$ cat config.mk
export PLATFORM = sky130hd
export DESIGN_NAME = cgi_blend_div
export DESIGN_NICKNAME = d
export VERILOG_FILES = /design/src/hdl/cgi_pkg.sv /design/src/hdl/cgi_blend_div.sv
export SDC_FILE = /design/constraint.sdc
export NUM_CORES = 2
export LEC_CHECK = 0
export BUFFER_PORTS_ARGS = -buffer_cell sky130_fd_sc_hd__buf_2
export CORE_UTILIZATION = 65
export CTS_BUF_LIST = sky130_fd_sc_hd__clkbuf_4
export CTS_CLUSTER_DIAMETER = 100
export DETAILED_ROUTE_END_ITERATION = 8
export PLACE_DENSITY_LB_ADDON = 0.3
export SLEW_MARGIN = 10
export SYNTH_ARGS = -nofsm -noshare
export SYNTH_HDL_FRONTEND = slang
export SYNTH_SLANG_ARGS = --single-unit
$ cat constraint.sdc
create_clock -name clk_i -period 3.8 [get_ports clk_i]
set_input_delay 0.76 -clock clk_i [delete_from_list [all_inputs] [get_ports clk_i]]
set_output_delay 0.76 -clock clk_i [all_outputs]
set_load 0.01 [all_outputs]
$ cat src/hdl/cgi_pkg.sv
// ----------------------------------------------------------------------------
// cgi_pkg: shared types and constants of the color gradient interpolator
// Holds the key record, the pipeline mode codes and the fixed field widths.
// ----------------------------------------------------------------------------
package cgi_pkg;

  // Age fraction is unsigned Q1.16, so it spans 17 bits.
  localparam int unsigned T_W     = 17;
  localparam int unsigned RGBA_W  = 32;
  localparam int unsigned CH_NUM  = 4;
  localparam int unsigned CH_W    = 8;
  localparam int unsigned KCNT_W  = 3;
  // A channel numerator is at most 255 times the segment width.
  localparam int unsigned NUM_W   = CH_W + T_W;
  localparam int unsigned KEY_W   = T_W + RGBA_W;
  localparam int unsigned APB_AW  = 6;
  localparam int unsigned APB_DW  = 64;

  // Register indexes on the configuration port.
  localparam logic [2:0] REG_KEY_COUNT = 3'd0;

  // One gradient key: time and packed RGBA color.
  typedef struct packed {
    logic [T_W-1:0]    t;
    logic [RGBA_W-1:0] rgba;
  } key_t;

  // What an item carries down the pipeline.
  typedef enum logic [1:0] {
    MODE_OFF   = 2'd0, // gradient disabled, no color
    MODE_COLOR = 2'd1, // a key color passes through unchanged
    MODE_TIME  = 2'd2, // age fraction still to be mapped
    MODE_BLEND = 2'd3  // channels to be interpolated
  } mode_e;

endpackage

$ cat src/hdl/cgi_blend_div.sv
// ----------------------------------------------------------------------------
// cgi_blend_div: channel divider
// Divides each channel sum by the segment width, one quotient bit per stage,
// and holds the finished color in its last stage.
// ----------------------------------------------------------------------------
module cgi_blend_div import cgi_pkg::*; (
  input  logic              clk_i,
  input  logic              rst_ni,
  input  logic              en_i,
  input  logic              vld_i,
  input  mode_e             mode_i,
  input  logic [RGBA_W-1:0] rgba_i,
  input  logic [NUM_W-1:0]  num_i [CH_NUM],
  input  logic [T_W-1:0]    w_i,
  output logic              vld_o,
  output logic              color_valid_o,
  output logic [RGBA_W-1:0] rgba_o
);

  logic              vld_q  [CH_W+1];
  mode_e             mode_q [CH_W+1];
  logic [RGBA_W-1:0] rgba_q [CH_W+1];
  logic [NUM_W-1:0]  r_q    [CH_W+1][CH_NUM];
  logic [T_W-1:0]    w_q    [CH_W+1];

  assign vld_q[0]  = vld_i;
  assign mode_q[0] = mode_i;
  assign rgba_q[0] = rgba_i;
  assign r_q[0]    = num_i;
  assign w_q[0]    = w_i;

  for (genvar k = 0; k < CH_W; k++) begin : g_step
    localparam int unsigned BIT = CH_W - 1 - k;
    logic [NUM_W-1:0]  dv;
    logic [NUM_W-1:0]  r_d    [CH_NUM];
    logic [RGBA_W-1:0] rgba_d;

    // Trial subtract of the shifted width on every channel.
    always_comb begin
      dv     = NUM_W'(w_q[k]) << BIT;
      rgba_d = rgba_q[k];
      for (int c = 0; c < CH_NUM; c++) begin
        r_d[c] = r_q[k][c];
        if (r_q[k][c] >= dv) begin
          r_d[c] = r_q[k][c] - dv;
          if (mode_q[k] == MODE_BLEND) begin
            rgba_d[c*CH_W + BIT] = 1'b1;
          end
        end
      end
    end

    always_ff @(posedge clk_i or negedge rst_ni) begin
      if (!rst_ni) begin
        vld_q[k+1] <= 1'b0;
      end else if (en_i) begin
        vld_q[k+1] <= vld_q[k];
      end
    end

    always_ff @(posedge clk_i) begin
      if (en_i) begin
        mode_q[k+1] <= mode_q[k];
        rgba_q[k+1] <= rgba_d;
        r_q[k+1]    <= r_d;
        w_q[k+1]    <= w_q[k];
      end
    end
  end

  assign vld_o         = vld_q[CH_W];
  assign color_valid_o = mode_q[CH_W] != MODE_OFF;
  assign rgba_o        = rgba_q[CH_W];

endmodule

Yosys cells after proc, flatten, opt, wreduce, memory -nomap -nowiden
Index checks and enable logic that the tools add are counted.

word-level totals
  output and inout port bits = 34
  register bits after elaboration = 1099
  word-level logic and storage cells = 220

cells by class
  reduce and logical (&&, ||, !) cells = 1
  add/subtract/negate cells = 28
  $lt $le $gt $ge = 32
  equality and inequality tests = 8
  muxes and demuxes = 92

operators with widths
  cell                                                            count
  25-bit two-way mux                                              28
  25-bit by 17-bit greater-or-equal comparator with 1-bit output  4
  25-bit by 18-bit greater-or-equal comparator with 1-bit output  4
  25-bit by 19-bit greater-or-equal comparator with 1-bit output  4
  25-bit by 20-bit greater-or-equal comparator with 1-bit output  4
  25-bit by 21-bit greater-or-equal comparator with 1-bit output  4
  25-bit by 22-bit greater-or-equal comparator with 1-bit output  4
  25-bit by 23-bit greater-or-equal comparator with 1-bit output  4
  25-bit by 24-bit greater-or-equal comparator with 1-bit output  4
  25-bit by 18-bit subtractor with 25-bit output                  4
  25-bit by 19-bit subtractor with 25-bit output                  4
  25-bit by 20-bit subtractor with 25-bit output                  4
  25-bit by 21-bit subtractor with 25-bit output                  4
  25-bit by 22-bit subtractor with 25-bit output                  4
  25-bit by 23-bit subtractor with 25-bit output                  4
  25-bit by 24-bit subtractor with 25-bit output                  4
  1-bit two-way mux                                               64
  2-bit == test, second input constant                            8
  2-bit nonzero test                                              1

Logic depth before layout (Yosys ltp)
  word-level depth = 3
  mapped depth = 14

Worst setup path after synthesis
OpenSTA, ideal clock, no wires.

  path type = input-to-reg
  start point = input num_i[32] (netlist name)
  end point = register r_q[749] (netlist name) (data pin)
  required time = 3.540 ns
  path slack = 0.279 ns
  arrival time = 3.261 ns
  library setup time = 0.260 ns
  stages on the path = 13
  cell sequence = inv_1 > ha_1 > inv_1 > fa_1 > a21o_1 > a21oi_1 > o21ai_0 > a31oi_1 > o21ai_0 > a21oi_1 > clkbuf_1 > nor2_1 > mux2_2

RTL lines
  element                          line                 source
  from (decl)                      cgi_blend_div.sv:13  input logic [NUM_W-1:0] num_i [CH_NUM],
  to (signal, indexed assignment)  cgi_blend_div.sv:65  r_q[k+1] <= r_d;
  to (decl)                        cgi_blend_div.sv:23  logic [NUM_W-1:0] r_q [CH_W+1][CH_NUM];

==> impl_metrics.toml <==
[global_route]
antenna_found_initial = 4
grt_pass1_wl_um = 274600
grt_pass1_vias = 49781
grt_util_all_layers_pct = 34.79
overflow = 0
grt_max_degree = 127

[yosys]
syn_inst = 6032
synthSimpleGateAreaFrac_pct = 11.84
synth_top_area_share_pct = 49.28
synth-edff-count = 1091
ys_warn_count = 0
synthTopCellsByArea = "edfxtp_1 (49%), ha_1 (10%), a21oi_1 (3.6%)"
synth-main-ff-cell = "edfxtp_1"
synth_cell_types = 93
synthArstFlopShare_pct = 0.7279
netlist_area_um2 = 66490
synthAdderAreaFrac_pct = 11.08
synth_xor_area_share_pct = 6.047
synth_nets = 6759
yosysSeqAreaShare_pct = 49.58
muxShareOfSynthArea_pct = 2.407
synth-compound-area-share_pct = 16.12
ys_ff_latch = 1099
avgSynthCellArea_um2 = 11.02
synth_top_area_cell = "edfxtp_1"
synth_top_family_by_area = "compound AO/OA/AOI/OAI gates"

[power_and_ir_drop]
leakage_uw = 0.03015
p_total_uw = 51860
pwr_density_cell_nw_per_um2 = 688.4
pwr-share-clk_pct = 19.7
swShare_pct = 37.05
power_frac_comb_pct = 41.9
power_frac_seq_pct = 38.5
intPower_uw = 32640
p_sw_uw = 19210
ir_worst_vdd_mv = 0.3505

[clock_tree]
path_clk_slew_ps = 70
cts_tree = "built"
cts_buffers = 296
htreeDepth = 5
cts.sinks = 1099
postCtsSetupRepairBufs = 0
cts_root_buf = "clkbuf_4"
clk_latency_ps = 1200
clockBufferDepth = 4

[floorplan]
fp.dieW_um = 321.8
num_rows = 116
die_height_um = 321.8
dieArea_um2 = 103600
io_pins = 189
start_util_pct = 66.01
core_um2 = 100700

[routing]
vias = 50697
drt-total-wl_um = 181000
detail_route.wl_per_cell_um = 21.99
firstDrtPassIters = 6
route.detailed.drc = 0
drt-initial-drc-count = 4392
vias_per_cell = 6.158
final_antenna_net_count = 0

[sta]
fin_setup_tns_ps = 0
fmax_ghz = 0.2730
whs_ps = 99.12
setup_viol = 0
hold_violations = 0
finalCritPeriodShare_pct = 96.41
drv_slew = 0
tightestPinTransition_ps = 1223
max-slew-margin-rel_pct = 18.16
fin_skew_ps = 102.2
fin_crit_ps = 3663

[layout]
layout-drive-gt1-share_pct = 14.60
layout_common_cells = "edfxtp_1 (1091), ha_1 (544), a21oi_1 (476)"
nFillCells = 6963
final_nets = 7405
mostFrequentLayoutCell = "edfxtp_1"
area_growth_pct = 13.30
design_area_um2 = 75330
finalNonFillerCells = 8233

[setup_path]
arrival_ps = 4540
critPathMaxFanout = 24
crit_path_start_kind = "flip-flop"
cp-end-kind = "flip-flop"
crit_type = "reg -> reg"
required_ps = 4680

[status]
status = "complete, no violations"

[placed_design]
hpwlAfterDp_um = 140800
dpl_cell_area_um2 = 70150
dp.cells = 7583
finalWeightedCongestion = 0.9712
portBuffers = 188

[hold_path]
min_path_type = "in -> reg"

[flow_run]
maxCapViolCount = 0
## cells in the mapped netlist (119+ instances only)
cell type,n
edfxtp_1,1091
ha_1,544
a21oi_1,480
nand2_1,472
nor2_1,412
o21ai_0,399
inv_1,307
xnor2_1,256
a21o_1,212
xor2_1,203
mux2_2,127
nor3_1,119
## cell type report
cell class                      count  area, um2  area share (%)
Antenna cell                        8      20.02         0.02658
Clock buffer                      391       2935           3.897
Clock inverter                     97      653.1          0.8671
Inverter                          308       1160           1.540
Multi-Input combinational cell   4457      31710           42.10
Sequential cell                  1099      32960           43.76
Tap cell                         1357       1698           2.254
Timing Repair Buffer              516       4187           5.558
## worst paths after layout
check                                startpoint                  end  slack (ps)  depth (start not counted)
setup reg to reg                g_step[1].dv[8]             r_q[609]         140                          8
setup / recovery                g_step[1].dv[8]             r_q[609]         140                          8
hold reg to reg            g_step[3].rgba_d[19]          rgba_q[147]         380                          0
hold / removal                        rgba_i[7]  g_step[1].rgba_d[7]         100                          2
max in group asynchronous                rst_ni                vld_o        2950                          3
min in group asynchronous                rst_ni             vld_q[3]         570                          3
## state kept, by name (all words and copies together), names as in the netlist
| signal | count |
|---|---|
| mode_q | 16 |
| vld_o | 1 |
| g_step.rgba_d | 196 |
| vld_q | 7 |
| rgba_o | 32 |
| g_step.dv | 119 |
| rgba_q | 28 |
| r_q | 700 |
## power by group through the flow
stage | logic, uW | clock network (uW) | registers, uW
after floorplan | 15900 | 0 | 19000
after global placement | 20500 | 0 | 20000
after detailed placement | 21000 | 0 | 20100
after CTS | 21300 | 10400 | 19800
after global routing | 23800 | 11000 | 20200
final | 21700 | 10200 | 19900
## cell families after synthesis
family / count (synthesis)
compound gates: 1681
xor+xnor: 459
fa+ha+maj: 572
buf+inv: 476
flops: 1099
mux: 144
simple gates: 1601
## metrics by stage
step | utilization [%] | setup WS (ps)
finish | 74.78 | 136.6
global placement | 69.65 | 130.4
CTS | 74.74 | 86.30
detailed placement | 69.65 | 73.58
global route | 74.78 | -2.975
floorplan | - | 279.4
## metal layers
| metal | global-route usage, % | wire length [um] | up-vias |
|---|---|---|---|
| met1 | 40.63 | 69190 | 23579 |
| met4 | 27.53 | 14970 | 0 |
| met2 | 57.99 | 86280 | 2288 |
| met3 | 4.659 | 10580 | 616 |
| met5 | 0 | 0 | - |
| li1 | - | - | 24214 |
## worst max-delay path: stages, from the launching register on
cell and delay (ps):
edfxtp_1 420, inv_1 210, ha_1 410, and3_1 230, a221o_1 230, a32o_1 240, a21oi_1 160, o41ai_4 990
mux2_2 430
## timing repair
| item | in CTS | in global routing |
|---|---|---|
| endpoints found under the hold margin | 181 | 0 |
| hold buffers | 154 | 0 |
| resized for setup | 0 | 7 |
| endpoints found under the setup margin | 0 | 9 |
No activity file was read; power rests on OpenSTA's default activity.
