<file path="config.mk">
export PLATFORM = sky130hd
export DESIGN_NAME = cgi_age_div
export DESIGN_NICKNAME = d
export VERILOG_FILES = /design/src/hdl/cgi_pkg.sv /design/src/hdl/cgi_age_div.sv
export SDC_FILE = /design/constraint.sdc
export NUM_CORES = 2
export LEC_CHECK = 0
export BUFFER_PORTS_ARGS = -buffer_cell sky130_fd_sc_hd__clkbuf_2
export CAP_MARGIN = 20
export CORE_MARGIN = 2
export CORE_UTILIZATION = 58
export DETAILED_ROUTE_END_ITERATION = 12
export PLACE_DENSITY = 0.77
export SLEW_MARGIN = 30
export SYNTH_ARGS = -nofsm -noshare
export SYNTH_HDL_FRONTEND = slang
export SYNTH_SLANG_ARGS = --single-unit
export TNS_END_PERCENT = 10
</file>
<file path="constraint.sdc">
create_clock -name clk_i -period 3.59 [get_ports clk_i]
set_input_delay 0.359 -clock clk_i [delete_from_list [all_inputs] [get_ports clk_i]]
set_output_delay 0.359 -clock clk_i [all_outputs]
set_load 0.01 [all_outputs]
</file>
<file path="src/hdl/cgi_pkg.sv">
// ----------------------------------------------------------------------------
// cgi_pkg: shared types and constants of the color gradient interpolator
// Holds the key record, the pipeline mode codes and the fixed field widths.
// ----------------------------------------------------------------------------
package cgi_pkg;

  // Age fraction is unsigned Q1.16, so it spans 17 bits.
  localparam int unsigned T_W     = 17;
  localparam int unsigned RGBA_W  = 32;
  localparam int unsigned CH_NUM  = 4;
  localparam int unsigned CH_W    = 8;
  localparam int unsigned KCNT_W  = 3;
  // A channel numerator is at most 255 times the segment width.
  localparam int unsigned NUM_W   = CH_W + T_W;
  localparam int unsigned KEY_W   = T_W + RGBA_W;
  localparam int unsigned APB_AW  = 6;
  localparam int unsigned APB_DW  = 64;

  // Register indexes on the configuration port.
  localparam logic [2:0] REG_KEY_COUNT = 3'd0;

  // One gradient key: time and packed RGBA color.
  typedef struct packed {
    logic [T_W-1:0]    t;
    logic [RGBA_W-1:0] rgba;
  } key_t;

  // What an item carries down the pipeline.
  typedef enum logic [1:0] {
    MODE_OFF   = 2'd0, // gradient disabled, no color
    MODE_COLOR = 2'd1, // a key color passes through unchanged
    MODE_TIME  = 2'd2, // age fraction still to be mapped
    MODE_BLEND = 2'd3  // channels to be interpolated
  } mode_e;

endpackage

</file>
<file path="src/hdl/cgi_age_div.sv">
// ----------------------------------------------------------------------------
// cgi_age_div: age fraction divider
// Classifies an item and forms t = (full - remaining) * 2^16 / full with
// one restoring quotient bit per pipeline stage.
// ----------------------------------------------------------------------------
module cgi_age_div import cgi_pkg::*; #(
  parameter int unsigned LIFE_BITS = 24
) (
  input  logic                 clk_i,
  input  logic                 rst_ni,
  input  logic                 en_i,
  input  logic                 vld_i,
  input  logic [LIFE_BITS-1:0] remaining_life_i,
  input  logic [LIFE_BITS-1:0] full_life_i,
  input  logic [KCNT_W-1:0]    key_cnt_i,
  output logic                 vld_o,
  output mode_e                mode_o,
  output logic [T_W-1:0]       t_o
);

  localparam int unsigned RW = LIFE_BITS + 1;

  logic                 vld_q  [T_W+1];
  mode_e                mode_q [T_W+1];
  logic [RW-1:0]        r_q    [T_W+1];
  logic [LIFE_BITS-1:0] dv_q   [T_W+1];
  logic [T_W-1:0]       q_q    [T_W+1];

  logic [RW-1:0] diff;
  mode_e         mode_d;

  // Entry: decide which items need the divide at all.
  always_comb begin
    diff = {1'b0, full_life_i} - {1'b0, remaining_life_i};
    if (key_cnt_i == '0) begin
      mode_d = MODE_OFF;
    end else if (key_cnt_i == KCNT_W'(1) || full_life_i == '0 ||
                 remaining_life_i >= full_life_i) begin
      mode_d = MODE_COLOR;
    end else begin
      mode_d = MODE_TIME;
    end
  end

  always_ff @(posedge clk_i or negedge rst_ni) begin
    if (!rst_ni) begin
      vld_q[0] <= 1'b0;
    end else if (en_i) begin
      vld_q[0] <= vld_i;
    end
  end

  always_ff @(posedge clk_i) begin
    if (en_i) begin
      mode_q[0] <= mode_d;
      r_q[0]    <= diff;
      dv_q[0]   <= full_life_i;
      q_q[0]    <= '0;
    end
  end

  // One quotient bit per stage, most significant first.
  for (genvar k = 0; k < T_W; k++) begin : g_step
    logic [RW-1:0] r_in;
    logic          ge;

    always_comb begin
      if (k == 0) begin
        r_in = r_q[k];
      end else begin
        r_in = {r_q[k][RW-2:0], 1'b0};
      end
      ge = r_in >= {1'b0, dv_q[k]};
    end

    always_ff @(posedge clk_i or negedge rst_ni) begin
      if (!rst_ni) begin
        vld_q[k+1] <= 1'b0;
      end else if (en_i) begin
        vld_q[k+1] <= vld_q[k];
      end
    end

    always_ff @(posedge clk_i) begin
      if (en_i) begin
        mode_q[k+1] <= mode_q[k];
        r_q[k+1]    <= ge ? r_in - {1'b0, dv_q[k]} : r_in;
        dv_q[k+1]   <= dv_q[k];
        q_q[k+1]    <= {q_q[k][T_W-2:0], ge};
      end
    end
  end

  assign vld_o  = vld_q[T_W];
  assign mode_o = mode_q[T_W];
  assign t_o    = q_q[T_W];

endmodule

</file>
# Word level (Yosys, flattened, before mapping)
# Memory sizes are Yosys's and may differ from the RTL's.
# Cells that the tools add are included.
[totals] reg_bits=18 mem_bits_rw=1224 inputBits=55 word_cells=84 n_memories=4
[memory_table] name="r_q" words=18 word_bits=25 rd=17 rd_ports_with_merged_regs=0 write_ports=18 line="cgi_age_div.sv:25" rtl="logic [RW-1:0] r_q [T_W+1];"
[memory_table] name="dv_q" words=18 word_bits=24 rd=17 rd_ports_with_merged_regs=0 write_ports=18 line="cgi_age_div.sv:26" rtl="logic [LIFE_BITS-1:0] dv_q [T_W+1];"
[memory_table] name="q_q" words=18 word_bits=17 rd=18 rd_ports_with_merged_regs=0 write_ports=18 line="cgi_age_div.sv:27" rtl="logic [T_W-1:0] q_q [T_W+1];"
[memory_table] name="mode_q" words=18 word_bits=2 rd=18 rd_ports_with_merged_regs=0 write_ports=18 line="cgi_age_div.sv:24" rtl="mode_e mode_q [T_W+1];"
[classes] addsub=18 n_lt_le_gt_ge=18 eq_ne=1 n_mux=21 n_reduce_logical=4
[op_table] op="25-bit by 24-bit >= comparator with 1-bit output" n=17
[op_table] op="25-bit two-way mux" n=17
[op_table] op="25-bit by 24-bit subtractor with 25-bit output" n=17
[op_table] op="24-bit by 24-bit subtractor with 25-bit output" n=1
[op_table] op="24-bit >= comparator" n=1
[op_table] op="24-bit zero test" n=1
[op_table] op="2-bit two-way mux" n=2
[op_table] op="3-bit by 1-bit == test with 1-bit output (second input constant)" n=1
[op_table] op="3-bit zero test" n=1
[op_table] op="1-bit logical OR" n=2
[op_table] op="1-bit two-way mux" n=2

# Depth between registers and ports, before layout
[logic_depth] ltp_word=5 depth_mapped=14 mapped_depth_nobuf=13

# Worst setup path after synthesis
# OpenSTA, ideal clock, no wires.
[synth_timing] kind="register to register" startpoint="memory r_q[6][13] (netlist name)" endpoint="memory r_q[7][10] (netlist name) (data pin)" t_arrival_ns=3.317 required_ns=3.328 path_slack_ns=0.011 path_stages_with_launch=13 synth_period_minus_slack_ns=3.579 path_cell_list="edfxtp_1 ha_1 a21o_1 a21o_1 a21o_1 a211o_1 o22a_1 a221o_1 a221o_1 o21a_1 nor3_4 buf_4 mux2_1"
[synth_rtl] element="start: declaration" line="cgi_age_div.sv:25"

==> flow_metrics.env <==
export IMPL_outcome="finished, final reports clean"
export IMPL_synth_cell_types=81
export IMPL_num_fill_cells=7007
export IMPL_cp_required_ps=4010
export IMPL_worstPathArrival_ps=4010
export IMPL_synthMuxAreaShare_pct=4.784
export IMPL_hold_ws_ps=109.4
export IMPL_r2r_start="r_q[6][13]"
export IMPL_synth_xor_area_share_pct=4.935
export IMPL_ys_ff_latch=1024
export IMPL_setup_violations=0
export IMPL_antenna_found_initial=1
export IMPL_clock_path_buffers=3
export IMPL_relSlewSlack_pct=28.65
export IMPL_finalHoldViolCount=0
export IMPL_grt_pass1_vias=37727
export IMPL_synth_fp_nets=5353
export IMPL_n_antenna_cell=0
export IMPL_synth_top_family_by_area="compound AO/OA/AOI/OAI gates"
export IMPL_drtIter0Drc=3003
export IMPL_insertion_delay_ps=700
export IMPL_dieArea_um2=100100
export IMPL_drcViolationCount=0
export IMPL_cellPowerDensity_nw_per_um2=901.0
export IMPL_finalCritPeriodShare_pct=99.92
export IMPL_maxCapViolations=0
export IMPL_rsz0062_at_grt="true"
export IMPL_fmax_mhz=278.8
export IMPL_track_usage_pct=23.59
export IMPL_hp_start="remaining_life_i[0]"
export IMPL_leakage_nw=26.64
export IMPL_rows=114
export IMPL_syn_inst=4850
export IMPL_htree_levels=3
export IMPL_synthArstFlopShare_pct=1.758
export IMPL_drt_total_wl_um=118700
export IMPL_finClkSkew_ps=36.41
export IMPL_dp_hpwl_um=88190
export IMPL_maxSlewViolCount=0
export IMPL_syn_area_um2=56620
export IMPL_vdd_drop_max_mv=0.4721
export IMPL_worstHoldEndpoint="r_q[0][0]"
export IMPL_timing_final_crit_period_ps=3587
export IMPL_die_y_um=316.4
export IMPL_ys_seq_area_share_pct=54.15
export IMPL_initial_utilization_pct=58.55
export IMPL_overflow=0
export IMPL_gp_congestion=0.9561
export IMPL_grt_max_degree=93
export IMPL_io_pins=75
export IMPL_fin_nets=5668
export IMPL_worstReg2RegEnd="r_q[7][4]"
export IMPL_clk_pin_slew_ps=60
export IMPL_yosysWarnings=0
export IMPL_wl_per_cell_um=18.17
export IMPL_die_w_um=316.4
export IMPL_path_class="flip-flop to flip-flop"
export IMPL_layout_commonest_cell="edfxtp_1"
export IMPL_finish_instance_area_um2=64300
export IMPL_cts_sinks=1024
export IMPL_synth_avg_cell_area_um2=11.67
export IMPL_pre_cts_ws_ps=-213.1
export IMPL_synth_simple_gate_area_share_pct=8.627
export IMPL_cp_max_fo=17
export IMPL_antenna_left=0
export IMPL_io_buffers=74
export IMPL_layout_drive_gt1_share_pct=13.58
export IMPL_critPathLaunchType="flip-flop"
export IMPL_tightest_slew_ps=1061
export IMPL_placed_area_um2=59980
export IMPL_via_count=37647
export IMPL_drt_pass1_iterations=6
export IMPL_fin_ws_ps=2.935
export IMPL_synthAdderAreaFrac_pct=10.13
export IMPL_cts_made_buffers=107
export IMPL_cts_tree="built"
export IMPL_synth_edf_count=1006
export IMPL_grt_pass1_wl_um=189300
export IMPL_routed_via_density=5.763
export IMPL_core_um2=96710
export IMPL_final_cell_mix="edfxtp_1, inv_1, ha_1"
export IMPL_hold_depth=3
export IMPL_cts_root_buf="clkbuf_16"
export IMPL_synth_compound_area_share_pct=13.09
export IMPL_area_growth_pct=13.56
export IMPL_r2r_cells=12
export IMPL_end_kind="flip-flop"
export IMPL_synthFlopType="edfxtp_1"
export IMPL_r2r_slack_ps=3
export IMPL_min_path_type="input port to flip-flop"
flip-flops by register name, summed over array words and instances, names as in the netlist:
| signal | flops |
|---|---|
| vld_o | 1 |
| vld_q | 17 |
| mode_q | 36 |
| r_q | 409 |
| q_q | 153 |
| dv_q | 408 |
cells in the mapped netlist, types with 51 or more instances:
cell type | count | area (µm²)
a21o_1 | 166 | 1246
xnor2_1 | 208 | 1822
edfxtp_1 | 1006 | 30210
nand4_1 | 52 | 325.3
o21a_1 | 59 | 442.9
nor2_1 | 265 | 994.7
nand2b_1 | 53 | 331.6
nor3_1 | 51 | 255.2
nor2b_1 | 68 | 425.4
nand3_1 | 76 | 380.4
mux2_2 | 212 | 2387
clkbuf_1 | 67 | 251.5
ha_1 | 431 | 5393
nand2_1 | 275 | 1032
inv_1 | 554 | 2079
a21oi_1 | 331 | 1657
o21ai_0 | 288 | 1441
xor2_1 | 111 | 972.2
per-stage QoR:
stage | power, mW | cells | setup TNS (ps) | util, %
CTS | 57.65 | 6529 | -4.796 | 66.20
finish | 57.93 | 6533 | 0 | 66.48
global placement | 44.94 | 6297 | -2244 | 62.02
global route | 61.71 | 6533 | -1785 | 66.48
floorplan | 38.34 | 4850 | 0 | -
detailed placement | 45.68 | 6297 | -4823 | 62.02
worst max-delay path, stage by stage, from the launching register on:
cell and delay (ps):
edfxtp_1 410, ha_1 330, a21o_1 180, a21o_1 170, a21o_1 190, a211o_1 270, o22a_1 220, a221o_1 320
a221o_1 320, o21a_1 200, nor3_4 170, buf_12 190, mux2_2 350
per-layer routing:
| layer | vias up | wire length [µm] | track usage (%) |
|---|---|---|---|
| met1 | 18091 | 46110 | 26.53 |
| met5 | - | 0 | 0 |
| met2 | 860 | 63040 | 44.59 |
| li1 | 18422 | - | - |
| met3 | 274 | 4455 | 2.760 |
| met4 | 0 | 5070 | 10.55 |
logic make-up (layout without fill, tap and decap cells):
logic type | count (synthesis) | count (layout)
AO/OA/AOI/OAI | 1169 | 1169
flip-flops | 1024 | 1024
AND/OR/NAND/NOR | 1006 | 1006
buffers and inverters | 642 | 1049
adder cells (fa/ha/maj) | 448 | 448
XOR/XNOR | 319 | 319
multiplexers | 242 | 242
timing repair:
action	CTS	global route
cloned	0	1
endpoints found under the setup margin	87	255
setup buffers	1	3
hold buffers	30	0
pin swaps	2	12
gates resized for setup	8	51
endpoints found under the hold margin	45	0
worst max path at each step:
stage                    start         end  slack (ps)
floorplan           r_q[6][13]  r_q[7][10]          10
global placement     r_q[4][4]  r_q[5][11]        -170
detailed placement   r_q[4][4]  r_q[5][10]        -210
CTS                  r_q[6][0]   r_q[7][4]          -3
global route         r_q[3][3]  r_q[4][10]        -100
finish              r_q[6][13]   r_q[7][4]           3
cell type report:
type,count,area (µm²),share of cell area [%]
Tap cell,1276,1597,2.483
Clock inverter,78,937.1,1.458
Sequential cell,1024,30660,47.69
Multi-Input combinational cell,3184,23810,37.03
Clock buffer,123,2759,4.291
Inverter,555,2088,3.248
Timing Repair Buffer,293,2446,3.804
report_power, final:
| group | internal, mW | switching (mW) | leakage, nW |
|---|---|---|---|
| Combinational | 12.7 | 14.1 | 14.8 |
| Clock | 6.79 | 4.76 | 1.77 |
| Sequential | 17.8 | 1.79 | 10.1 |
(Power assumes the default switching activity.)
