## src/hdl/cgi_pkg.sv

```systemverilog
// ----------------------------------------------------------------------------
// cgi_pkg: shared types and constants of the color gradient interpolator
// Holds the key record, the pipeline mode codes and the fixed field widths.
// ----------------------------------------------------------------------------
package cgi_pkg;

  // Age fraction is unsigned Q1.16, so it spans 17 bits.
  localparam int unsigned T_W     = 17;
  localparam int unsigned RGBA_W  = 32;
  localparam int unsigned CH_NUM  = 4;
  localparam int unsigned CH_W    = 8;
  localparam int unsigned KCNT_W  = 3;
  // A channel numerator is at most 255 times the segment width.
  localparam int unsigned NUM_W   = CH_W + T_W;
  localparam int unsigned KEY_W   = T_W + RGBA_W;
  localparam int unsigned APB_AW  = 6;
  localparam int unsigned APB_DW  = 64;

  // Register indexes on the configuration port.
  localparam logic [2:0] REG_KEY_COUNT = 3'd0;

  // One gradient key: time and packed RGBA color.
  typedef struct packed {
    logic [T_W-1:0]    t;
    logic [RGBA_W-1:0] rgba;
  } key_t;

  // What an item carries down the pipeline.
  typedef enum logic [1:0] {
    MODE_OFF   = 2'd0, // gradient disabled, no color
    MODE_COLOR = 2'd1, // a key color passes through unchanged
    MODE_TIME  = 2'd2, // age fraction still to be mapped
    MODE_BLEND = 2'd3  // channels to be interpolated
  } mode_e;

endpackage

```

## src/hdl/cgi_seg_mul.sv

```systemverilog
// ----------------------------------------------------------------------------
// cgi_seg_mul: segment select and blend numerators
// Picks the key pair around t, then forms per channel
// c_lo * (w - d) + c_hi * d in a second stage.
// ----------------------------------------------------------------------------
module cgi_seg_mul import cgi_pkg::*; #(
  parameter int unsigned MAX_KEYS = 7
) (
  input  logic              clk_i,
  input  logic              rst_ni,
  input  logic              en_i,
  input  logic [KCNT_W-1:0] key_cnt_i,
  input  key_t              keys_i [MAX_KEYS],
  input  logic              vld_i,
  input  mode_e             mode_i,
  input  logic [T_W-1:0]    t_i,
  output logic              vld_o,
  output mode_e             mode_o,
  output logic [RGBA_W-1:0] rgba_o,
  output logic [NUM_W-1:0]  num_o [CH_NUM],
  output logic [T_W-1:0]    w_o
);

  logic [KCNT_W-1:0] last;
  key_t              key_last;
  key_t              seg_lo;
  key_t              seg_hi;
  logic              found;
  mode_e             mode_d;
  logic [RGBA_W-1:0] lo_d;

  logic              a_vld_q;
  mode_e             a_mode_q;
  logic [RGBA_W-1:0] a_lo_q;
  logic [RGBA_W-1:0] a_hi_q;
  logic [T_W-1:0]    a_d_q;
  logic [T_W-1:0]    a_w_q;

  logic              b_vld_q;
  mode_e             b_mode_q;
  logic [RGBA_W-1:0] b_rgba_q;
  logic [NUM_W-1:0]  b_num_q [CH_NUM];
  logic [T_W-1:0]    b_w_q;

  // Last key in use and the first segment that brackets t.
  always_comb begin
    last     = key_cnt_i - KCNT_W'(1);
    key_last = keys_i[0];
    seg_lo   = keys_i[0];
    seg_hi   = keys_i[0];
    found    = 1'b0;
    for (int i = 0; i < MAX_KEYS; i++) begin
      if (last == KCNT_W'(i)) begin
        key_last = keys_i[i];
      end
    end
    for (int i = MAX_KEYS - 2; i >= 0; i--) begin
      if (KCNT_W'(i) < last && t_i >= keys_i[i].t && t_i <= keys_i[i+1].t) begin
        found  = 1'b1;
        seg_lo = keys_i[i];
        seg_hi = keys_i[i+1];
      end
    end
  end

  // Clamp at either end, a zero-width segment keeps its lower key.
  always_comb begin
    mode_d = MODE_COLOR;
    lo_d   = keys_i[0].rgba;
    case (mode_i)
      MODE_OFF: begin
        mode_d = MODE_OFF;
        lo_d   = '0;
      end
      MODE_TIME: begin
        if (t_i <= keys_i[0].t) begin
          lo_d = keys_i[0].rgba;
        end else if (t_i >= key_last.t) begin
          lo_d = key_last.rgba;
        end else if (found) begin
          lo_d = seg_lo.rgba;
          if (seg_hi.t != seg_lo.t) begin
            mode_d = MODE_BLEND;
          end
        end else begin
          lo_d = key_last.rgba;
        end
      end
      default: begin
        mode_d = MODE_COLOR;
        lo_d   = keys_i[0].rgba;
      end
    endcase
  end

  always_ff @(posedge clk_i or negedge rst_ni) begin
    if (!rst_ni) begin
      a_vld_q <= 1'b0;
      b_vld_q <= 1'b0;
    end else if (en_i) begin
      a_vld_q <= vld_i;
      b_vld_q <= a_vld_q;
    end
  end

  always_ff @(posedge clk_i) begin
    if (en_i) begin
      a_mode_q <= mode_d;
      a_lo_q   <= lo_d;
      a_hi_q   <= seg_hi.rgba;
      a_d_q    <= t_i - seg_lo.t;
      a_w_q    <= seg_hi.t - seg_lo.t;
    end
  end

  // Weighted channel sums; a blended color is rebuilt bit by bit downstream.
  always_ff @(posedge clk_i) begin
    if (en_i) begin
      b_mode_q <= a_mode_q;
      b_w_q    <= a_w_q;
      b_rgba_q <= (a_mode_q == MODE_BLEND) ? '0 : a_lo_q;
      for (int c = 0; c < CH_NUM; c++) begin
        b_num_q[c] <= NUM_W'(a_lo_q[c*CH_W +: CH_W] * (a_w_q - a_d_q))
                    + NUM_W'(a_hi_q[c*CH_W +: CH_W] * a_d_q);
      end
    end
  end

  assign vld_o  = b_vld_q;
  assign mode_o = b_mode_q;
  assign rgba_o = b_rgba_q;
  assign num_o  = b_num_q;
  assign w_o    = b_w_q;

endmodule

```

## config.mk

```make
export PLATFORM = sky130hd
export DESIGN_NAME = cgi_seg_mul
export DESIGN_NICKNAME = d
export VERILOG_FILES = /design/src/hdl/cgi_pkg.sv /design/src/hdl/cgi_seg_mul.sv
export SDC_FILE = /design/constraint.sdc
export NUM_CORES = 2
export LEC_CHECK = 0
export BUFFER_PORTS_ARGS = -buffer_cell sky130_fd_sc_hd__buf_2
export CORE_MARGIN = 4
export CORE_UTILIZATION = 63
export CTS_BUF_LIST = sky130_fd_sc_hd__clkbuf_16
export CTS_CLUSTER_SIZE = 12
export DETAILED_ROUTE_END_ITERATION = 6
export PLACE_DENSITY = 0.85
export REMOVE_ABC_BUFFERS = 1
export SLEW_MARGIN = 40
export SYNTH_ARGS = -nofsm -noshare
export SYNTH_HDL_FRONTEND = slang
export SYNTH_SLANG_ARGS = --single-unit
```

## constraint.sdc

```tcl
create_clock -name clk_i -period 11.11 [get_ports clk_i]
set_input_delay 0 -clock clk_i [delete_from_list [all_inputs] [get_ports clk_i]]
set_output_delay 0 -clock clk_i [all_outputs]
set_load 0.01 [all_outputs]
```

After elaboration in Yosys (flattened, before gate mapping):

Cells that the tools add are included.

* add/sub/neg operators: 8
* multiply operators: 8
* order comparisons: 20
* equality and inequality tests: 9
* muxes and demuxes: 33
* reductions and logical operators: 13

Operators by type and width (number)
* 49-bit two-way mux: 18
* 17-bit >= comparator: 7
* 17-bit <= comparator: 7
* 25-bit adder: 4
* 8-bit by 17-bit multiplier with 25-bit output: 4
* 32-bit two-way mux: 3
* 8-bit by 25-bit multiplier with 25-bit output: 3
* 32-bit one-hot mux with 2 select lines: 1
* 17-bit subtractor: 2
* 9-bit by 18-bit multiplier with 25-bit output: 1
* 17-bit by 17-bit subtractor with 18-bit output: 1
* 17-bit != test: 1
* 1-bit logical AND: 12
* 3-bit == test, second input constant: 3
* 2-bit two-way mux: 4
* 3-bit by 2-bit == test with 1-bit output, second input constant: 2
* 1-bit by 3-bit less-than comparator with 1-bit output, first input constant: 2
* 2-bit by 3-bit less-than comparator with 1-bit output, first input constant: 2
* 3-bit less-than comparator, first input constant: 2
* 1-bit two-way mux: 6
* 2-bit == test, second input constant: 2
* 2-bit one-hot mux with 2 select lines: 1
* 3-bit by 1-bit == test with 1-bit output, second input constant: 1
* 3-bit by 1-bit subtractor with 3-bit output, second input constant: 1
* 2-bit logical NOT: 1

* register bits after elaboration: 253
* input port bits: 369
* output and inout bits: 152
* word-level logic and storage cells: 105

Longest topological paths before layout:

* word-level depth: 16
* gate-level depth with buffers: 35
* gate-level depth less buffers: 34

Worst setup path after synthesis:

Ideal clock, no wire load.

* path kind: reg-to-reg
* from: register a_d_q[2]
* to: register b_num_q, in the netlist num_o[98] (data pin)
* setup time: 0.258 ns
* data arrival time: 8.310 ns
* data required time: 10.852 ns
* path slack: 2.543 ns
* stages on the path, launching flop included: 34
* path buffers: 3
* period minus slack after synthesis: 8.567 ns
* cell sequence: edfxtp_1 clkbuf_1 inv_1 ha_1 nor2b_1 o21ai_1 a21boi_0 o21ai_0 a21boi_1 nor2_1 o211a_1 o31ai_1 clkbuf_1 xor2_1 clkbuf_1 nand2_1 fa_1 fa_1 inv_1 fa_1 fa_1 fa_1 inv_1 fa_1 inv_1 ha_1 a21o_1 a21o_1 a21o_1 or4_1 a311oi_1 o21bai_1 a21oi_1 xnor2_1

* cells in the longest elaborated chain, start to end: 3
* elaborated cells on any way between the ends: 4
* classes of those cells: 2 x add/sub; 2 x mul

Ends and longest elaborated chain
* from (decl): line cgi_seg_mul.sv:36 `logic [T_W-1:0] a_d_q;`
* from (signal assigned): line cgi_seg_mul.sv:111 `a_d_q <= t_i - seg_lo.t;`
* 17-bit by 17-bit subtractor with 18-bit output: line cgi_seg_mul.sv:123 `b_num_q[c] <= NUM_W'(a_lo_q[c*CH_W +: CH_W] * (a_w_q - a_d_q))`
* 8-bit by 25-bit multiplier with 25-bit output: line cgi_seg_mul.sv:123
* 25-bit adder (*): line cgi_seg_mul.sv:124 `+ NUM_W'(a_hi_q[c*CH_W +: CH_W] * a_d_q);`
* to (signal, indexed assignment): line cgi_seg_mul.sv:123
* to (decl): line cgi_seg_mul.sv:42 `logic [NUM_W-1:0] b_num_q [CH_NUM];`

Every way passes the cells marked *; elsewhere a longest branch is shown, timed or not.
A chain may end at the register's enable or synchronous reset.

Final worst setup path:

* from: register a_d_q[0]
* to: register b_num_q, in the netlist num_o[99] (data pin)

Same word-level chain as after synthesis.

==> reports/qor.txt <==
status = finished, violations left
failing checks = DRC
PortBufs = 520
Setup CP Type = register to register
CTS tree = done
Final #Nets = 9158
Remaining DRCs = 3
Congestion Overflow GR = 0
first-pass GRT wire length = 297 mm
Reg-to-Reg End = num_o[99]
starting density of the core = 0.638
max_cap viols = 0
Core Area = 0.0939 mm²
WL/cell = 22.1 µm
clk slew on worst S/H paths = 0.06 ns
Worst-Margin Slew = 0.911 ns
area leader, netlist = fa_1
number of synthesized flops with an enable pin = 251
Die X = 316 µm
# IOs = 521
count leader, synth = inv_1
Die ar. = 0.100 mm²
worst relative slew slack = 0.392
via count = 53400
pin count of the biggest net entering global routing = 162
Post-CTS Setup Inserts = 0
HP Class = input pin to register
R2R depth = 33
Main synth FF type = edfxtp_1
Clock Skew = 0.0218 ns
CP Capture Type = register
startpoint type of the worst setup path = register
RSZ-0062 raised after global routing = no
fin crit share = 0.873
Syn. warnings = 0
crit path to = num_o[99]
CTS resizes = 0
worst setup path start = a_d_q[0]
Fill cells = 6948
initial antenna violation count = 24
drt pass-1 iters = 7
clk root buf = clkbuf_16
Detailed Route WL = 192 mm
later-pin clock latency in the skew report = 0.58 ns
CP dominant cell by count = fa_1
count of final setup violators = 0
synthesized area = 0.0599 mm²
TNS Setup = 0 ns
Area growth syn-to-layout = 10.7%
Synth top cells by count = 1334 x inv_1, 971 x fa_1, 838 x nand2_1, 544 x and2_1, 451 x ha_1
CTS max path bufs = 3
dpl hpwl = 144 mm
Syn Area/Cell = 8.58 µm²
Die Height = 316 µm
CP arrival = 10.02 ns
slowest cell on the critical path = o41ai_1
Max Slew Vio Count = 0
reg-to-reg slack, setup = 1.41 ns
Num CTS Buffers = 34
Post-DRT Antenna Nets = 0
Vias/cell = 6.17
Post-synth ARST share = 0.00791
GRT Total Usage = 0.382
CP Max Fanout = 33
Sink Count = 253
flops & latches, synth = 253
Yosys top cell area share = 0.324
reg-to-reg critical path startpoint = a_d_q[0]
Placer Congestion = 0.990
share of layout cells above drive strength 1 = 0.103
CP required = 11.44 ns
maximum clock frequency = 103 MHz
dominant cells by area after synthesis = fa_1 32%, edfxtp_1 13%, ha_1 9.4%, inv_1 8.4%, and2_1 5.7%
vias in the first global route = 55800
H-tree depth = 2
Syn Inst Count = 6980
starting DRC count in detailed routing = 5755
max incr delay on CP = 0.67 ns
Placement Rows = 112
Final Hold Fails = 0
clock period minus final worst setup slack = 9.70 ns
post-synthesis sequential area ratio = 0.127
count of different cell masters after synthesis = 74
# hold bufs at CTS = 152
[how the worst min path moves through the flow]
stage,slack [ns],endpoint,cells after the start,from
6_report,0.05,a_hi_q[3],3,keys_i[150]
3_5_place_dp,-0.21,vld_o,1,rst_ni
5_1_grt,0.01,a_hi_q[3],3,keys_i[150]
3_3_place_gp,-0.22,a_vld_q,1,rst_ni
4_1_cts,0.005,a_hi_q[6],4,keys_i[251]
2_1_floorplan,-0.30,a_vld_q,0,rst_ni
[critical path: cells and delay by family (launching register included)]
family                   cells  cell delay [ns]
adder cells (fa/ha/maj)      9             4.12
AO/OA/AOI/OAI               10             2.49
flip-flops                   1             0.37
XOR/XNOR                     2             0.61
buffers and inverters        5             0.82
AND/OR/NAND/NOR              7             1.02
[final cells by class]
cell class | instances | area [µm²] | share of cell area
clock buffer | 35 | 876 | 0.0132
antenna | 18 | 45.0 | 0.000679
timing repair buffer | 777 | 5100 | 0.0769
sequential | 253 | 7590 | 0.114
tap | 1254 | 1570 | 0.0236
inverter | 1335 | 5010 | 0.0755
multi-input combinational | 4966 | 46000 | 0.693
clock inverter | 22 | 159 | 0.00239
[sequential cells by signal (all words and copies together), names as in the netlist]
name,count
w_o,17
a_lo_q,32
a_d_q,17
a_w_q,17
a_mode_q,2
a_hi_q,32
a_vld_q,1
rgba_o,32
num_o,100
mode_o,2
vld_o,1
[metal layers]
metal	up-vias	part of all wire	track usage	wire length, µm
li1	23100	-	-	-
met1	25700	0.34	0.464	66100
met2	3677	0.46	0.620	89100
met3	954	0.12	0.0867	22400
met4	8	0.074	0.240	14100
met5	-	0.00028	0	54
[logic make-up after synthesis]
family / Yosys count / synth area share
AOI/OAI and AO/OA: 1076 / 0.116
xor gates and xnor gates: 166 / 0.0243
adders and majority gates: 1422 / 0.419
buffers and inverters: 1761 / 0.111
DFF: 253 / 0.127
muxes: 201 / 0.0343
and+or+nand+nor: 2101 / 0.169
[per-stage QoR]
step	std cells	cell area, µm²	hold slack (ns)	utilization	setup WS (ns)
3_3_place_gp	8411	63400	-0.216	0.675	1.74
3_5_place_dp	8415	63500	-0.215	0.676	1.33
4_1_cts	8624	66000	0.00481	0.703	1.32
5_1_grt	8653	66300	0.0143	0.707	1.05
2_1_floorplan	6554	58300	-0.296	-	-1.68
6_report	8660	66400	0.0453	0.707	1.41
[layout by cell type (no fill, tap or decap), types with 20 or more instances in the layout]
cell type,Yosys,layout
a211oi_1,144,144
dlygate4sd3_1,0,152
o21ai_0,165,165
a221oi_1,47,47
buf_4,0,78
nor2_1,339,337
nand3_1,57,56
inv_1,1334,1337
mux2i_1,167,167
mux2_2,34,34
a32oi_1,33,33
a211o_1,23,23
edfxtp_1,251,251
ha_1,451,449
buf_2,23,520
a21oi_1,326,325
o21a_1,21,20
nor2b_1,95,95
fa_1,971,971
and2_1,544,544
nand2_1,838,835
xnor2_1,134,127
a21o_1,36,35
nand4_1,74,74
clkbuf_16,0,35
nand2b_1,36,36
xor2_1,32,28
o22ai_1,100,100
nor3_1,46,41
o211ai_1,53,53
Power is left out: the tool's default activity adds up to more than one toggle a clock period on the data nets, which glitch-free logic cannot reach.
