[config.mk]
export PLATFORM = sky130hd
export DESIGN_NAME = cgi_regs
export DESIGN_NICKNAME = d
export VERILOG_FILES = /design/src/hdl/cgi_pkg.sv /design/src/hdl/cgi_regs.sv
export SDC_FILE = /design/constraint.sdc
export NUM_CORES = 1
export LEC_CHECK = 0
export BUFFER_PORTS_ARGS = -buffer_cell sky130_fd_sc_hd__buf_2
export CORE_AREA = 2 2 190 192
export DETAILED_ROUTE_END_ITERATION = 10
export DIE_AREA = 0 0 192 194
export GPL_TIMING_DRIVEN = 0
export PLACE_DENSITY = 0.71
export SKIP_CTS_REPAIR_TIMING = 1
export SLEW_MARGIN = 20
export SYNTH_ARGS = -nofsm -noshare
export SYNTH_HDL_FRONTEND = slang
export SYNTH_SLANG_ARGS = --single-unit
[constraint.sdc]
create_clock -name clk_i -period 4.3 [get_ports clk_i]
set_input_delay 1.29 -clock clk_i [delete_from_list [all_inputs] [get_ports clk_i]]
set_output_delay 1.29 -clock clk_i [all_outputs]
set_load 0.01 [all_outputs]
[src/hdl/cgi_pkg.sv]
// ----------------------------------------------------------------------------
// cgi_pkg: shared types and constants of the color gradient interpolator
// Holds the key record, the pipeline mode codes and the fixed field widths.
// ----------------------------------------------------------------------------
package cgi_pkg;

  // Age fraction is unsigned Q1.16, so it spans 17 bits.
  localparam int unsigned T_W     = 17;
  localparam int unsigned RGBA_W  = 32;
  localparam int unsigned CH_NUM  = 4;
  localparam int unsigned CH_W    = 8;
  localparam int unsigned KCNT_W  = 3;
  // A channel numerator is at most 255 times the segment width.
  localparam int unsigned NUM_W   = CH_W + T_W;
  localparam int unsigned KEY_W   = T_W + RGBA_W;
  localparam int unsigned APB_AW  = 6;
  localparam int unsigned APB_DW  = 64;

  // Register indexes on the configuration port.
  localparam logic [2:0] REG_KEY_COUNT = 3'd0;

  // One gradient key: time and packed RGBA color.
  typedef struct packed {
    logic [T_W-1:0]    t;
    logic [RGBA_W-1:0] rgba;
  } key_t;

  // What an item carries down the pipeline.
  typedef enum logic [1:0] {
    MODE_OFF   = 2'd0, // gradient disabled, no color
    MODE_COLOR = 2'd1, // a key color passes through unchanged
    MODE_TIME  = 2'd2, // age fraction still to be mapped
    MODE_BLEND = 2'd3  // channels to be interpolated
  } mode_e;

endpackage

[src/hdl/cgi_regs.sv]
// ----------------------------------------------------------------------------
// cgi_regs: configuration register file
// APB-style access to the key count and the gradient keys.
// ----------------------------------------------------------------------------
module cgi_regs import cgi_pkg::*; #(
  parameter int unsigned MAX_KEYS = 7
) (
  input  logic              clk_i,
  input  logic              rst_ni,
  input  logic              psel,
  input  logic              penable,
  input  logic              pwrite,
  input  logic [APB_AW-1:0] paddr,
  input  logic [APB_DW-1:0] pwdata,
  output logic [APB_DW-1:0] prdata,
  output logic              pready,
  output logic [KCNT_W-1:0] key_cnt_o,
  output key_t              keys_o [MAX_KEYS]
);

  logic [KCNT_W-1:0] cnt_q;
  key_t              key_q [MAX_KEYS];
  logic [2:0]        idx;
  logic              wr;

  assign idx    = paddr[5:3];
  assign wr     = psel && penable && pwrite;
  assign pready = 1'b1;

  // Register writes; registers are eight bytes apart.
  always_ff @(posedge clk_i or negedge rst_ni) begin
    if (!rst_ni) begin
      cnt_q <= '0;
      for (int i = 0; i < MAX_KEYS; i++) begin
        key_q[i] <= '0;
      end
    end else if (wr) begin
      if (idx == REG_KEY_COUNT) begin
        cnt_q <= pwdata[KCNT_W-1:0];
      end
      for (int i = 0; i < MAX_KEYS; i++) begin
        if (idx == 3'(i + 1)) begin
          key_q[i] <= pwdata[KEY_W-1:0];
        end
      end
    end
  end

  // Read back.
  always_comb begin
    prdata = '0;
    if (idx == REG_KEY_COUNT) begin
      prdata = APB_DW'(cnt_q);
    end
    for (int i = 0; i < MAX_KEYS; i++) begin
      if (idx == 3'(i + 1)) begin
        prdata = APB_DW'(key_q[i]);
      end
    end
  end

  assign key_cnt_o = cnt_q;
  assign keys_o    = key_q;

endmodule

### Word-level counts from Yosys, hierarchy flattened

Cells that the tools add are included.
W data, S select, Z words.

| word-level totals | value |
|---|---|
| bits in registers | 346 |
| output and inout bits | 411 |
| word-level logic and storage cells | 41 |

| operators by class | value |
|---|---|
| eq/ne operators | 7 |
| muxes and demuxes | 8 |
| reduce and logical (&&, ||, !) cells | 11 |

Operator list:

| kind | count |
|---|---|
| $mux W64 | 7 |
| $reduce_and A2 Y1 | 8 |
| $eq A3 B3 Y1 const B | 4 |
| $eq A3 B2 Y1 const B | 2 |
| $eq A3 B1 Y1 const B | 1 |
| $logic_not A3 Y1 | 1 |
| $mux W3 | 1 |
| $logic_and A1 B1 Y1 | 2 |

### Longest topological paths before layout

Gate-level depths: netlist of the first run.

| depth | value |
|---|---|
| depth after elaboration | 9 |
| depth in mapped cells | 7 |
| gate-level depth less buffers | 4 |

### Worst setup path before layout of the first run

OpenSTA, ideal clock, no wires.

| timing | value |
|---|---|
| kind | input -> output |
| start | input port paddr[3] |
| end | output port prdata[47] |
| data arrival time | 2.555 ns |
| required time | 3.010 ns |
| path slack | 0.455 ns |
| stages | 7 |
| buffers on the path | 3 |
| path through | buf_2 > buf_2 > buf_2 > a21oi_1 > o22ai_1 > o21ai_0 > a211oi_1 |

| between the ends | value |
|---|---|
| word-level cells in the longest chain between the ends | 8 |
| elaborated cells between the ends (all ways) | 14 |
| those cells by class | eq/ne: 7; mux: 7 |

RTL lines:

| item | RTL line | source |
|---|---|---|
| start: declaration | cgi_regs.sv:13 | `input logic [APB_AW-1:0] paddr,` |
| $eq A3 B1 Y1 | cgi_regs.sv:56 | `if (idx == 3'(i + 1)) begin` |
| $mux W64 (6 in a row) | cgi_regs.sv:56 |  |
| $mux W64 (*) | cgi_regs.sv:56 |  |
| end: declaration | cgi_regs.sv:15 | `output logic [APB_DW-1:0] prdata,` |

Mark *: on every way between the ends. The rest lies on a longest branch, timed or not.

### Worst setup path after layout of the first run

| timing | value |
|---|---|
| start | input port paddr[3] |
| end | output port prdata[14] |

Same word-level chain as after synthesis.

==> results.txt, run 1 <==
Post-synthesis cell count: 1128
CTS tree: yes
Design Area, Final: 0.0199 mm²
Starting Density: 44.1%
Io pins: 486
P_sw: 3.15 mW
Period utilization: 98.9%
Pre-CTS WS: -722 ps
Clock root cell: clkbuf_16
Drt first-iter violations: 642
GRT Overall Usage: 29.7%
Crit path time final: 4250 ps
Min-delay src: keys_o[210]
Final setup skew: 0 ps
Final hold vios: 0
Vias in the first global route: 12600
Core area: 0.0352 mm²
DRC: 0
Tightest Pin Transition: 762 ps
Yosys warning count: 0
Sequential area share after synthesis: 55.8%
Combinational cell fraction of total power: 24.8%
Pins over their slew limit: 0
Vias/cell: 5.73
# port buffers: 449
Worst setup margin: 49.2 ps
Leak pwr: 10.0 nW
Routed Antenna Nets: 0
Die area: 0.0372 mm²
Hold_ws: 525 ps
Netlist cell types: 33
Status: completed
Clock transition at path regs: 60 ps
GP Congestion: 0.834
Startpoint Class: input pin
Max_slew headroom: 49.2%
Setup TNS: 0 ps
DR vias: 12200
Setup violators final: 0
Clock power share: 31.4%
Global-route wire length before repair: 81900 µm
Mapped cell area: 0.0155 mm²
Hold Path Class: reg2reg
Setup crit end kind: output port
Largest net degree at the start of global routing: 96
Grt ovf: 0
Final Power: 10.1 mW
Hold worst-path end: keys_o[210]
H-tree level count: 2
# rows: 69
WP data required: 3010 ps
HPWL after DPL: 38700 µm
Die width: 192 µm
CTS Buffer Depth: 3
Synth Area per Inst: 13.8 µm²
R2R Path End: keys_o[50]
Reg power frac: 43.8%
Max FO, Critical Path: 10
Placed insts: 2055
P&R area growth vs syn: 27.9%
CTS Sinks: 346
Worst-case register-to-register setup slack: 3450 ps
Detailed Routing Iterations Pass 1: 5
Arr. time, crit path: 2960 ps
Hold path depth: 1
WS Path Type: in2out
WL/cell: 26.1 µm
Layout Utilization: 56.4%
Fin cells: 2129
Register bit total from synthesis: 346
Cts bufs inserted: 39
Placed inst area: 0.0185 mm²
Die height: 194 µm
FF-to-FF Start: keys_o[50]
Maximum vdd drop: 0.353 mV
Max Freq: 235 MHz
Routed Wire Length: 55500 µm
Worst-Skew Late Latency: 540 ps
Initial antenna violation count: 6
Switching portion of total power: 31.2%
Max-cap viol count: 0
Layout cell share with drive strength beyond 1: 61.2%
NumNets Final: 1714
R2R depth: 1
P_int: 6.94 mW
PD cells: 508 mW/mm²
==> how the worst max path moves through the flow <==
| stage | depth (start not counted) | to | start | slack [ps] |
|---|---|---|---|---|
| global route | 8 | prdata[36] | paddr[5] | -0.9 |
| global placement | 1 | keys_o[9] | rst_ni | -4680 |
| floorplan | 7 | prdata[47] | paddr[3] | 460 |
| CTS | 8 | prdata[39] | paddr[4] | -730 |
| detailed placement | 8 | prdata[39] | paddr[4] | -720 |
| finish | 7 | prdata[14] | paddr[3] | 50 |
==> power groups by stage <==
stage | Combinational (mW) | Clock (mW) | Sequential [mW]
after floorplan | 0.994 | 0 | 4.67
after global placement | 2.44 | 0 | 4.42
after detailed placement | 2.49 | 0 | 4.46
after CTS | 2.50 | 3.22 | 4.41
after global routing | 2.68 | 3.34 | 4.50
final | 2.50 | 3.17 | 4.42
==> kinds of logic after synthesis <==
| kind of cell | Yosys count | share of synthesized area, % |
|---|---|---|
| buffers and inverters | 107 | 3.56 |
| muxes | 402 | 29.4 |
| DFF | 346 | 55.8 |
| other | 2 | 0.0484 |
| AOI/OAI and AO/OA | 240 | 10.2 |
| and+or+nand+nor | 31 | 1.02 |
==> final cells by class <==
| cell class | instances | area (µm²) |
|---|---|---|
| flip-flops and latches | 346 | 8660 |
| clock inverters | 12 | 68.8 |
| well taps | 461 | 577 |
| repair buffers | 457 | 2380 |
| multi-input cells | 689 | 6400 |
| diodes | 4 | 10.0 |
| plain buffers | 100 | 612 |
| inverters | 6 | 26.3 |
| fillers | 3053 | 15400 |
| clock buffers | 54 | 1120 |
==> worst max-delay path, stage by stage <==
cell	delay (ps)
clkbuf_4	230
buf_6	210
buf_2	320
buf_2	380
a22oi_1	130
a21oi_1	220
buf_2	170
==> cell usage after synthesis, drive strengths merged <==
| cell | count | area, µm² |
|---|---|---|
| a211oi | 7 | 52.6 |
| a21oi | 43 | 215 |
| a221oi | 6 | 52.6 |
| a222oi | 2 | 20.0 |
| a22o | 40 | 350 |
| a22oi | 42 | 315 |
| a2bb2oi | 2 | 17.5 |
| a31oi | 1 | 6.26 |
| buf | 67 | 402 |
| clkbuf | 34 | 128 |
| conb | 2 | 7.51 |
| dfrtp | 346 | 8660 |
| inv | 6 | 22.5 |
| mux2 | 397 | 4510 |
| mux2i | 5 | 50.1 |
| nand2 | 6 | 22.5 |
| nand2b | 2 | 12.5 |
| nand3 | 2 | 10.0 |
| nand3b | 1 | 7.51 |
| nand4 | 2 | 27.5 |
| nor2 | 13 | 48.8 |
| nor2b | 1 | 6.26 |
| nor3 | 2 | 10.0 |
| o211ai | 2 | 15.0 |
| o21ai | 42 | 210 |
| o22ai | 53 | 332 |
| or3 | 2 | 12.5 |
==> flip-flops by register name (all words and copies together), names as in the netlist <==
| name | flops |
|---|---|
| keys_o | 343 |
| key_cnt_o | 3 |
==> layout by cell type (no fill, tap or decap), types with 6 or more instances in the layout <==
cell type,instances
clkbuf_4,12
buf_4,27
clkinv_2,9
nand2_1,6
a211oi_1,6
a221oi_1,6
nor2_1,11
buf_2,483
mux2_4,10
o21ai_0,42
mux2_2,387
clkbuf_2,22
clkbuf_1,12
dfrtp_1,346
a22o_1,40
a21oi_1,43
conb_1,16
a22oi_1,42
o22ai_1,53
clkbuf_16,41
==> metal layers <==
metal  vias up  GRT usage, %  wire length (µm)
met2       587          46.9             26200
met3       124          7.13              4470
li1       5213             -                 -
met5         -             0                13
met4         2          13.3              2180
met1      6283          38.8             22700
No activity file was read; power rests on OpenSTA's default activity.
==> run 2: changes to the inputs <==
--- a/config.mk
+++ b/config.mk
@@ -7,6 +7,7 @@
 export LEC_CHECK = 0
 export BUFFER_PORTS_ARGS = -buffer_cell sky130_fd_sc_hd__buf_2
 export CORE_AREA = 2 2 190 192
+export CTS_BUF_LIST = sky130_fd_sc_hd__clkbuf_8
 export DETAILED_ROUTE_END_ITERATION = 10
 export DIE_AREA = 0 0 192 194
 export GPL_TIMING_DRIVEN = 0
==> constraint.sdc (replaced) <==
create_clock -name clk_i -period 4.3 [get_ports clk_i]
set_input_delay 0.86 -clock clk_i [delete_from_list [all_inputs] [get_ports clk_i]]
set_output_delay 0.86 -clock clk_i [all_outputs]
set_load 0.01 [all_outputs]
==> results.txt, run 2 (synthesized netlist as in run 1, its figures left out) <==
Initial antenna violation count: 6
Tightest Pin Transition: 855 ps
Commonest non-fill, non-tap cells in the layout: 487 x buf_2, 387 x mux2_2, 346 x dfrtp_1
Drt first-iter violations: 674
Max FO, Critical Path: 10
Max FFs per register: 343
Startpoint Class: input pin
P&R area growth vs syn: 26.8%
Leak pwr: 10.0 nW
Die area: 0.0372 mm²
Period utilization: 95.0%
Routed Wire Length: 55500 µm
WP data required: 3440 ps
Die width: 192 µm
Clock transition at path regs: 60 ps
H-tree level count: 2
Stages on the worst setup path: 7
Clock root cell: clkbuf_8
Core area: 0.0352 mm²
NumNets Final: 1729
Detailed Routing Iterations Pass 1: 5
Worst-Skew Late Latency: 630 ps
CTS Buffer Depth: 3
# rows: 69
Global-route wire length before repair: 81700 µm
Largest net degree at the start of global routing: 96
Design Area, Final: 0.0197 mm²
Reg power frac: 44.8%
Vias/cell: 5.70
GP Congestion: 0.834
Maximum vdd drop: 0.304 mV
Io pins: 486
Worst path top cell family by delay: buffers and inverters
Layout Utilization: 55.9%
DR vias: 12400
Routed Antenna Nets: 0
R2R depth: 1
Crit path time final: 4080 ps
P_int: 6.72 mW
Die height: 194 µm
CTS tree: yes
Layout cell share with drive strength beyond 1: 58.3%
Final hold vios: 0
RSZ-0062 raised after global routing: false
Starting Density: 44.1%
Max Freq: 245 MHz
Worst path max stage delay: 700 ps
WL/cell: 25.6 µm
# port buffers: 449
Combinational cell fraction of total power: 25.2%
Setup violators final: 0
Most used cell, CP: buf_2
CP Cell Sequence: buf_2 > buf_2 > nand3_1 > clkbuf_1 > o22ai_1 > a21oi_1 > buf_2
CP max stage cell: clkbuf_1
Clock power share: 30.1%
Switching portion of total power: 32.0%
PD cells: 501 mW/mm²
Hold Path Class: in2async
CTS Sinks: 346
Final setup skew: 0 ps
Placed inst area: 0.0185 mm²
Vias in the first global route: 12700
CP Buf/Inv Count: 4
Layout filler cell count: 3099
Hold_ws: 266 ps
P_sw: 3.16 mW
Pins over their slew limit: 0
Max_slew headroom: 43.0%
Cts bufs inserted: 58
Max-cap viol count: 0
Arr. time, crit path: 3220 ps
Grt ovf: 0
HPWL after DPL: 38700 µm
Setup crit end kind: output port
Status: completed
WS Path Type: in2out
Most common cell after layout, fill and taps aside: buf_2
GRT Overall Usage: 29.6%
DRC: 0
run 2: changes by cell type in the layout (fill, tap and decap cells not counted), moves of 6 or more:
cell,before,now
inv_1,4,36
clkbuf_16,41,0
clkbuf_8,5,68
clkbuf_1,12,34
clkbuf_4,12,0
clkbuf_2,22,0
buf_4,27,21
run 2: per-stage QoR:
stage                     TNS [ps]  power, mW  setup WS [ps]  instances
after global placement    -1453020       6.86          -4250       2052
after global routing             0       10.3            147       2166
after floorplan                  0       5.66           1320       1142
after CTS                        0       9.93            135       2163
after detailed placement         0       6.95            138       2055
final                            0       9.87            217       2169
run 2: layer usage:
| layer | track usage [%] | vias up | share of wire, % |
|---|---|---|---|
| met5 | 0 | - | 0.023 |
| met2 | 46.7 | 587 | 47 |
| met3 | 7.55 | 141 | 8.4 |
| met1 | 38.4 | 6359 | 41 |
| li1 | - | 5265 | - |
| met4 | 13.2 | 2 | 3.9 |
run 2: cell type report:
class | count | area (µm²) | area share, %
clock buffer | 68 | 936 | 4.75
clock inverter | 40 | 241 | 1.23
timing repair buffer | 452 | 2340 | 11.9
multi-input combinational | 689 | 6360 | 32.3
tap | 461 | 577 | 2.93
buffer | 101 | 529 | 2.69
inverter | 6 | 22.5 | 0.114
sequential | 346 | 8660 | 44.0
antenna | 6 | 15.0 | 0.0763
run 2: power groups by stage:
stage | Combinational, mW | Clock (mW) | Sequential, mW
5_1_grt | 2.66 | 3.17 | 4.50
4_1_cts | 2.50 | 3.02 | 4.41
2_1_floorplan | 0.994 | 0 | 4.67
3_3_place_gp | 2.44 | 0 | 4.42
3_5_place_dp | 2.49 | 0 | 4.46
6_report | 2.48 | 2.97 | 4.42
run 2: final timing paths:
check / start / end / slack, ps
worst min-delay path: rst_ni / keys_o[130] / 270
min in group clk_i: keys_o[59] / keys_o[59] / 520
worst max-delay path: paddr[3] / prdata[48] / 220
worst max register to register: keys_o[50] / keys_o[50] / 3470
max in group asynchronous: rst_ni / keys_o[298] / 2720
worst min register to register: keys_o[59] / keys_o[59] / 520
